**src/hdl/i2cms_pkg.sv**
```systemverilog
// ----------------------------------------------------------------------------
// i2cms_pkg
// Shared types and codes for the two-wire bus master transaction sequencer.
// ----------------------------------------------------------------------------
`default_nettype none

package i2cms_pkg;

  typedef enum logic [1:0] {
    OP_WRITE = 2'd0,
    OP_READ  = 2'd1,
    OP_START = 2'd2,
    OP_EVENT = 2'd3
  } op_e;

  typedef enum logic [3:0] {
    EV_START      = 4'd0,
    EV_REPSTART   = 4'd1,
    EV_TXADR_ACK  = 4'd2,
    EV_TXDATA_ACK = 4'd3,
    EV_RXDATA_ACK = 4'd4,
    EV_RXADR_ACK  = 4'd5,
    EV_RXDATA_NACK= 4'd6,
    EV_ARBLOST    = 4'd7,
    EV_TXADR_NACK = 4'd8,
    EV_RXADR_NACK = 4'd9,
    EV_TXDATA_NACK= 4'd10,
    EV_BUSERR     = 4'd11,
    EV_OTHER      = 4'd12
  } event_e;

  typedef enum logic [2:0] {
    ACT_NONE    = 3'd0,
    ACT_SEND    = 3'd1,
    ACT_RX_ACK  = 3'd2,
    ACT_RX_NACK = 3'd3,
    ACT_STOP    = 3'd4,
    ACT_RESTART = 3'd5,
    ACT_HALT    = 3'd6
  } action_e;

  typedef enum logic [2:0] {
    ERR_NONE       = 3'd0,
    ERR_TXADR_NACK = 3'd1,
    ERR_RXADR_NACK = 3'd2,
    ERR_TXDATA_NACK= 3'd3,
    ERR_BUS        = 3'd4,
    ERR_UNEXPECTED = 3'd5
  } err_e;

  localparam int unsigned PtrW = 6;
  localparam logic [PtrW-1:0] PtrMax = '1;

  // Per-beat result from the control stage; data bytes are muxed from RAM q.
  typedef struct packed {
    action_e action;
    logic    sel_tx;
    logic    sel_rd;
    logic    busy;
    logic    ok;
    err_e    err;
  } res_t;

endpackage : i2cms_pkg

`default_nettype wire

```
**src/hdl/i2cms_ram.sv**
```systemverilog
// ----------------------------------------------------------------------------
// i2cms_ram
// Generic single-port RAM, one access per cycle, registered read data.
// ----------------------------------------------------------------------------
`default_nettype none

module i2cms_ram #(
  parameter int unsigned Width = 8,
  parameter int unsigned Depth = 32
) (
  input  wire logic                     clk_i,
  input  wire logic                     en_i,
  input  wire logic                     we_i,
  input  wire logic [$clog2(Depth)-1:0] addr_i,
  input  wire logic [Width-1:0]         wdata_i,
  output logic      [Width-1:0]         rdata_o
);

  logic [Width-1:0] mem_q [Depth];
  logic [Width-1:0] rdata_q;

  always_ff @(posedge clk_i) begin
    if (en_i) begin
      if (we_i) begin
        mem_q[addr_i] <= wdata_i;
      end else begin
        rdata_q <= mem_q[addr_i];
      end
    end
  end

  assign rdata_o = rdata_q;

endmodule : i2cms_ram

`default_nettype wire

```
**src/hdl/i2cms_ctrl.sv**
```systemverilog
// ----------------------------------------------------------------------------
// i2cms_ctrl
// Transfer state and per-beat decision logic; drives the buffer RAM port.
// ----------------------------------------------------------------------------
`default_nettype none

module i2cms_ctrl
  import i2cms_pkg::*;
#(
  parameter int unsigned BUFFER_DEPTH = 32
) (
  input  wire logic                            clk_i,
  input  wire logic                            rst_ni,
  input  wire logic                            accept_i,
  input  wire op_e                             op_i,
  input  wire logic [4:0]                      index_i,
  input  wire logic [7:0]                      data_i,
  input  wire logic [5:0]                      mlen_i,
  input  wire logic                            hold_i,
  input  wire logic [3:0]                      event_i,
  output logic                                 mem_en_o,
  output logic                                 mem_we_o,
  output logic [$clog2(BUFFER_DEPTH)-1:0]      mem_addr_o,
  output logic [7:0]                           mem_wdata_o,
  output res_t                                 res_o
);

  localparam int unsigned AddrW = $clog2(BUFFER_DEPTH);

  logic [PtrW-1:0] len_q, len_d;
  logic [PtrW-1:0] ptr_q, ptr_d;
  logic            hold_q, hold_d;
  logic            active_q, active_d;
  logic            ok_q, ok_d;
  err_e            err_q, err_d;

  logic            mem_en;
  logic            mem_we;
  logic [AddrW-1:0] mem_addr;
  action_e         action;
  logic            sel_tx, sel_rd;
  logic [PtrW-1:0] ptr_base, ptr_inc;
  logic            idx_ok, base_ok, ptr_ok;

  always_comb begin
    len_d    = len_q;
    ptr_d    = ptr_q;
    hold_d   = hold_q;
    active_d = active_q;
    ok_d     = ok_q;
    err_d    = err_q;
    mem_en   = 1'b0;
    mem_we   = 1'b0;
    mem_addr = AddrW'(index_i);
    action   = ACT_NONE;
    sel_tx   = 1'b0;
    sel_rd   = 1'b0;

    idx_ok   = int'(index_i) < BUFFER_DEPTH;
    ptr_ok   = int'(ptr_q) < BUFFER_DEPTH;
    ptr_base = ((event_i == EV_START) || (event_i == EV_REPSTART)) ? '0 : ptr_q;
    base_ok  = int'(ptr_base) < BUFFER_DEPTH;
    ptr_inc  = (ptr_q == PtrMax) ? ptr_q : ptr_q + 1'b1;

    case (op_i)
      OP_WRITE: begin
        mem_en = idx_ok;
        mem_we = 1'b1;
      end
      OP_READ: begin
        mem_en = idx_ok;
        sel_rd = idx_ok;
      end
      OP_START: begin
        if (!active_q) begin
          if (mlen_i != '0) begin
            len_d = (int'(mlen_i) > BUFFER_DEPTH) ? PtrW'(BUFFER_DEPTH) : mlen_i;
          end
          ok_d     = 1'b0;
          err_d    = ERR_NONE;
          hold_d   = hold_i;
          active_d = 1'b1;
          action   = ACT_RESTART;
        end
      end
      OP_EVENT: begin
        if (active_q) begin
          case (event_e'(event_i))
            EV_START, EV_REPSTART, EV_TXADR_ACK, EV_TXDATA_ACK: begin
              ptr_d = ptr_base;
              if (ptr_base < len_q) begin
                mem_en   = base_ok;
                mem_addr = AddrW'(ptr_base);
                sel_tx   = base_ok;
                ptr_d    = (ptr_base == PtrMax) ? ptr_base : ptr_base + 1'b1;
                action   = ACT_SEND;
              end else begin
                ok_d     = 1'b1;
                active_d = 1'b0;
                if (hold_q) begin
                  hold_d = 1'b0;
                end else begin
                  action = ACT_STOP;
                end
              end
            end
            EV_RXDATA_ACK: begin
              mem_en   = ptr_ok;
              mem_we   = 1'b1;
              mem_addr = AddrW'(ptr_q);
              ptr_d    = ptr_inc;
              action   = ({1'b0, ptr_inc} + 7'd1 < {1'b0, len_q}) ? ACT_RX_ACK : ACT_RX_NACK;
            end
            EV_RXADR_ACK: begin
              action = ({1'b0, ptr_q} + 7'd1 < {1'b0, len_q}) ? ACT_RX_ACK : ACT_RX_NACK;
            end
            EV_RXDATA_NACK: begin
              mem_en   = ptr_ok;
              mem_we   = 1'b1;
              mem_addr = AddrW'(ptr_q);
              ok_d     = 1'b1;
              active_d = 1'b0;
              action   = ACT_STOP;
            end
            EV_ARBLOST: begin
              action = ACT_RESTART;
            end
            EV_TXADR_NACK: begin
              err_d = ERR_TXADR_NACK; active_d = 1'b0; action = ACT_HALT;
            end
            EV_RXADR_NACK: begin
              err_d = ERR_RXADR_NACK; active_d = 1'b0; action = ACT_HALT;
            end
            EV_TXDATA_NACK: begin
              err_d = ERR_TXDATA_NACK; active_d = 1'b0; action = ACT_HALT;
            end
            EV_BUSERR: begin
              err_d = ERR_BUS; active_d = 1'b0; action = ACT_HALT;
            end
            default: begin
              // codes 12..15 all land here
              err_d = ERR_UNEXPECTED; active_d = 1'b0; action = ACT_HALT;
            end
          endcase
        end
      end
      default: ;
    endcase
  end

  always_ff @(posedge clk_i or negedge rst_ni) begin
    if (!rst_ni) begin
      len_q    <= '0;
      ptr_q    <= '0;
      hold_q   <= 1'b0;
      active_q <= 1'b0;
      ok_q     <= 1'b0;
      err_q    <= ERR_NONE;
    end else if (accept_i) begin
      len_q    <= len_d;
      ptr_q    <= ptr_d;
      hold_q   <= hold_d;
      active_q <= active_d;
      ok_q     <= ok_d;
      err_q    <= err_d;
    end
  end

  assign mem_en_o    = accept_i & mem_en;
  assign mem_we_o    = mem_we;
  assign mem_addr_o  = mem_addr;
  assign mem_wdata_o = data_i;

  assign res_o.action = action;
  assign res_o.sel_tx = sel_tx;
  assign res_o.sel_rd = sel_rd;
  assign res_o.busy   = active_d;
  assign res_o.ok     = ok_d;
  assign res_o.err    = err_d;

`ifndef SYNTH
  // A latched error always means the transfer has ended.
  a_err_idle: assert property (@(posedge clk_i) disable iff (!rst_ni)
    (err_q != ERR_NONE) |-> !active_q)
    else $error("error latched while transfer active");

  // Transfer state only moves on an accepted beat.
  a_active_on_beat: assert property (@(posedge clk_i) disable iff (!rst_ni)
    ($rose(active_q) || $fell(active_q)) |-> $past(accept_i))
    else $error("active changed without a beat");

  // An accepted start from idle opens a transfer with a clean status.
  a_start: assert property (@(posedge clk_i) disable iff (!rst_ni)
    (accept_i && op_i == OP_START && !active_q) |=> (active_q && !ok_q && err_q == ERR_NONE))
    else $error("start did not open a transfer");

  // A halt always ends the transfer with an error code latched.
  a_halt_idle: assert property (@(posedge clk_i) disable iff (!rst_ni)
    (accept_i && action == ACT_HALT) |-> (!active_d && err_d != ERR_NONE))
    else $error("halt without error");
`endif

endmodule : i2cms_ctrl

`default_nettype wire

```
**src/hdl/i2c_master_transaction_sequencer.sv**
```systemverilog
// ----------------------------------------------------------------------------
// i2c_master_transaction_sequencer
// Master-side two-wire bus sequencer: message buffer plus transfer control.
// ----------------------------------------------------------------------------
// Every input beat (buffer write, buffer read, start, or bus status event)
// yields exactly one result beat. The block takes one beat per clock while
// the output is not stalled: the decision is made in the accept cycle, the
// buffer RAM is read on the same edge, and the result comes out of a one-deep
// output register in the following cycle. Throughput is therefore one beat per
// cycle; the single RAM port does one read or write per beat.
// A stalled result holds the input side only until it is taken.
`default_nettype none

module i2c_master_transaction_sequencer
  import i2cms_pkg::*;
#(
  parameter int unsigned BUFFER_DEPTH = 32
) (
  input  wire logic        clk_i,
  input  wire logic        rst_ni,
  input  wire logic        s_axis_tvalid_i,
  output logic             s_axis_tready_o,
  // [4:0] index, [12:5] data, [18:13] message_length, [19] hold_bus, [23:20] bus_event
  input  wire logic [23:0] s_axis_tdata_i,
  // [1:0] operation
  input  wire logic [1:0]  s_axis_tuser_i,
  output logic             m_axis_tvalid_o,
  input  wire logic        m_axis_tready_i,
  // [7:0] tx_byte, [15:8] read_data, [16] busy_res, [17] transfer_ok,
  // [20:18] error_code, [23:21] zero
  output logic [23:0]      m_axis_tdata_o,
  // [2:0] bus_action
  output logic [2:0]       m_axis_tuser_o
);

  localparam int unsigned AddrW = $clog2(BUFFER_DEPTH);

  logic             accept;
  logic             mem_en, mem_we;
  logic [AddrW-1:0] mem_addr;
  logic [7:0]       mem_wdata, mem_rdata;
  res_t             res;
  res_t             res_q;
  logic             valid_q;

  assign s_axis_tready_o = !valid_q || m_axis_tready_i;
  assign accept          = s_axis_tvalid_i && s_axis_tready_o;

  i2cms_ctrl #(
    .BUFFER_DEPTH(BUFFER_DEPTH)
  ) u_ctrl (
    .clk_i      (clk_i),
    .rst_ni     (rst_ni),
    .accept_i   (accept),
    .op_i       (op_e'(s_axis_tuser_i)),
    .index_i    (s_axis_tdata_i[4:0]),
    .data_i     (s_axis_tdata_i[12:5]),
    .mlen_i     (s_axis_tdata_i[18:13]),
    .hold_i     (s_axis_tdata_i[19]),
    .event_i    (s_axis_tdata_i[23:20]),
    .mem_en_o   (mem_en),
    .mem_we_o   (mem_we),
    .mem_addr_o (mem_addr),
    .mem_wdata_o(mem_wdata),
    .res_o      (res)
  );

  i2cms_ram #(
    .Width(8),
    .Depth(BUFFER_DEPTH)
  ) u_buf (
    .clk_i  (clk_i),
    .en_i   (mem_en),
    .we_i   (mem_we),
    .addr_i (mem_addr),
    .wdata_i(mem_wdata),
    .rdata_o(mem_rdata)
  );

  always_ff @(posedge clk_i or negedge rst_ni) begin
    if (!rst_ni) begin
      valid_q <= 1'b0;
    end else if (s_axis_tready_o) begin
      valid_q <= s_axis_tvalid_i;
    end
  end

  always_ff @(posedge clk_i) begin
    if (accept) begin
      res_q <= res;
    end
  end

  // RAM q only moves on accept, so it stays aligned with res_q under stall.
  assign m_axis_tvalid_o = valid_q;
  assign m_axis_tuser_o  = res_q.action;
  assign m_axis_tdata_o  = {3'b000, res_q.err, res_q.ok, res_q.busy,
                            res_q.sel_rd ? mem_rdata : 8'h00,
                            res_q.sel_tx ? mem_rdata : 8'h00};

endmodule : i2c_master_transaction_sequencer

`default_nettype wire
```
**config.mk**
```make
export PLATFORM = sky130hd
export DESIGN_NAME = i2c_master_transaction_sequencer
export DESIGN_NICKNAME = d
export VERILOG_FILES = /design/src/hdl/i2cms_pkg.sv /design/src/hdl/i2cms_ram.sv /design/src/hdl/i2cms_ctrl.sv /design/src/hdl/i2c_master_transaction_sequencer.sv
export SDC_FILE = /design/constraint.sdc
export NUM_CORES = 1
export LEC_CHECK = 0
export BUFFER_PORTS_ARGS = -buffer_cell sky130_fd_sc_hd__buf_4
export CORE_ASPECT_RATIO = 1.1
export CORE_MARGIN = 2
export CORE_UTILIZATION = 35
export CTS_CLUSTER_SIZE = 8
export DETAILED_ROUTE_END_ITERATION = 10
export PLACE_DENSITY_LB_ADDON = 0.3
export SKIP_CTS_REPAIR_TIMING = 1
export SYNTH_ARGS = -nofsm -noshare
export SYNTH_HDL_FRONTEND = slang
export SYNTH_SLANG_ARGS = --single-unit
```
**constraint.sdc**
```tcl
create_clock -name clk_i -period 5.95 [get_ports clk_i]
set_input_delay 0.595 -clock clk_i [delete_from_list [all_inputs] [get_ports clk_i]]
set_output_delay 0.595 -clock clk_i [all_outputs]
set_load 0.1 [all_outputs]
```
==> metrics <==
HPWL after DPL=21,400 microns; critical path class=input pin to flop; FF+latch count, synth=between 200 and 300; Final Cycle Share=85.9%; Clk pin slew, worst setup/hold paths=0.05 ns; Max Cap Viol=0; Slew Limit Fails=0; crit path capture type=flop; die area=approximately 39,000 sq um; commonest cells after routing, fill and taps aside=edfxtp_1 (274), nand2_1 (123), mux2i_1 (90); Routed WL=32,700 microns; Main synth FF type=edfxtp_1; Power Total=roughly 5.5 mW; outcome=complete, no violations; Synth-to-Final Area Change=16.8%; via density per instance=5.25; number of synthesized flops with an enable pin=274; CTS tree=built; final setup violation count=0; actual slew at the worst max-slew pin=around 1.2 ns; unrepaired setup endpoints after global routing=false; H-tree depth=2; initial core utilization=35.7%; Syn Inst Count=957; Post-synth ARST share=6.48%; FMAX=slightly below 200 MHz; worst skew pair latency=0.54 ns; diode count=0; Max IR drop VDD=around 0.00019 V; FF-to-FF End=u_buf.rdata_o[3]; Reg-to-Reg Start=u_ctrl.ptr_q[2]; CTS buffer count=43; register area share after synthesis=67.1%; R2R depth=12; worst hold path depth=2; Min Clock Period, post-route=5.11 ns; Final Util=41.7%; Nets=roughly 1,100; Post-Layout Cell Count=1,546; HP Start=s_axis_tvalid_i; Worst R2R Setup Slack=1.00 ns; vias=8,115; DR DRC count=0; root buffer cell=clkbuf_16; Fin Clk Skew=0.0187 ns; final hold violation count=0; Tot GR Track Use=approximately 17%; post-synth top area cell=edfxtp_1; total gr overflow=0; fillers=about 3,400; worst-path maximum fanout=38; Sink Count=roughly 290; most common cell after layout, fill and taps aside=edfxtp_1; Netlist cell types=53; Netlist Area Pre-Place=13,000 sq um; Post-Syn Area per Cell=13.6 sq um; Die Wd=188 microns; Core Region=36,400 sq um; relative max-transition margin=between 10% and 20%; IO Pins=just under 60; number of routed nets with antenna violations=0; vias in the first global route=8,030; synthesis warning total=0; Leakage=5.52 nW; hold endpoint=m_axis_tvalid_o; row count=73; WL/cell=between 20 and 25 microns; Final TNS setup=0 ns; Die H=206 microns; share of layout cells above drive strength 1=14.5%; top post-synthesis cells by area=edfxtp_1 (63%), mux2i_1 (6.9%), dfrtp_1 (3.7%), nand2_1 (3.6%), ha_1 (2.1%); PD cells=361 nW/um^2; HP Class=input pin to flop; Port-buffer cells=55; global-route wire length before repair=between 40,000 and 50,000 microns; Pre-Repair DR Iteration Count=5; Max clock buf depth=3; placed cell count=between 1,000 and 1,500; gp weighted congestion=0.865; largest net degree at the start of global routing=43; Initial DRC Count=683; top-area cell type share of the netlist area=63.4%; required time worst endpoint=6.20 ns; startpoint types=input pin; Worst Path Arrival=5.36 ns; initial antenna violation count=0
[cell families after synthesis]
group,after synthesis,share of synthesized area [%]
AND/OR/NAND/NOR,299,11.1
flip-flops,293,67.1
AO/OA/AOI/OAI,173,8.71
multiplexers,92,7.12
buffers and inverters,66,3.06
adder cells (fa/ha/maj),22,2.12
XOR/XNOR,11,0.743
other,1,0.0289
[flip-flops by register name, summed over array words and instances, names as in the netlist]
signal           count
m_axis_tdata_o       5
m_axis_tuser_o       3
m_axis_tvalid_o      1
res_q                2
u_buf.mem_q        256
u_buf.rdata_o        8
u_ctrl.active_q      1
u_ctrl.err_q         3
u_ctrl.hold_q        1
u_ctrl.len_q         6
u_ctrl.ok_q          1
u_ctrl.ptr_q         6
[critical path, cell delays in order]
cell     delay (ns)
buf_4          0.15
or3_1          0.46
and2_1         0.23
ha_1           0.21
or2_1          0.23
o311a_1        0.37
or3b_1         0.57
a22oi_2        0.92
buf_12         0.34
mux2i_1        0.26
o22ai_1        0.12
nor4_1         0.53
buf_4          0.22
nand3_1        0.09
[area by class of cell]
type	instances	area (sq um)	area share, %
repair buffers	87	693	4.58
clock inverters	5	68.8	0.454
clock buffers	57	1130	7.45
flip-flops and latches	293	8700	57.5
well taps	487	609	4.02
inverters	17	63.8	0.421
multi-input cells	600	3880	25.6
[worst max path at each step]
stage                             startpoint                  to  slack [ns]  cells past startpoint
after floorplan           s_axis_tdata_i[21]  u_buf.mem_q[12][0]        1.63                     14
after global routing      s_axis_tdata_i[21]    u_buf.rdata_o[5]        0.64                     14
after global placement    s_axis_tdata_i[21]    u_buf.rdata_o[3]        0.31                     14
after detailed placement  s_axis_tdata_i[21]    u_buf.rdata_o[3]        0.29                     14
final                     s_axis_tdata_i[21]    u_buf.rdata_o[3]        0.84                     14
after CTS                 s_axis_tdata_i[21]    u_buf.rdata_o[3]        0.83                     14
[power breakdown]
part	internal, mW	switching, mW
sequential	2.33	0.0772
combinational	0.318	0.583
clock	1.31	0.851
total	3.96	1.51
[routing by layer]
metal  global-route usage (%)  up-vias  routed length (microns)
met1                     22.5     4027                    14400
met3                     2.89       62                     1830
li1                         -     3785                        -
met4                     6.07        0                      898
met2                     28.1      241                    15500
met5                        0        -                        0
[synthesized netlist by cell type, drive strengths merged (4+ instances only)]
cell,n
nand2,123
nand3,19
a22oi,4
buf,36
mux2i,90
and2,23
xnor2,6
ha,22
xor2,5
nor4,9
nand3b,6
a21oi,51
a21o,5
dfrtp,19
or3,4
o21ai,31
nor2,56
clkbuf,13
inv,17
a2111oi,8
a22o,7
nand2b,12
edfxtp,274
a211oi,5
nor3,21
nand4,16
o22ai,42
[stage by stage]
stage / worst slack (ns) / hold slack (ns) / area, sq um
final: 0.840 / 0.280 / 15100
after global routing: 0.640 / 0.261 / 15100
after global placement: 0.310 / 0.475 / 13900
after CTS: 0.830 / -0.0648 / 15100
after floorplan: 1.63 / 0.299 / 13000
after detailed placement: 0.286 / 0.475 / 13900
Power figures use the tool's default switching activity.
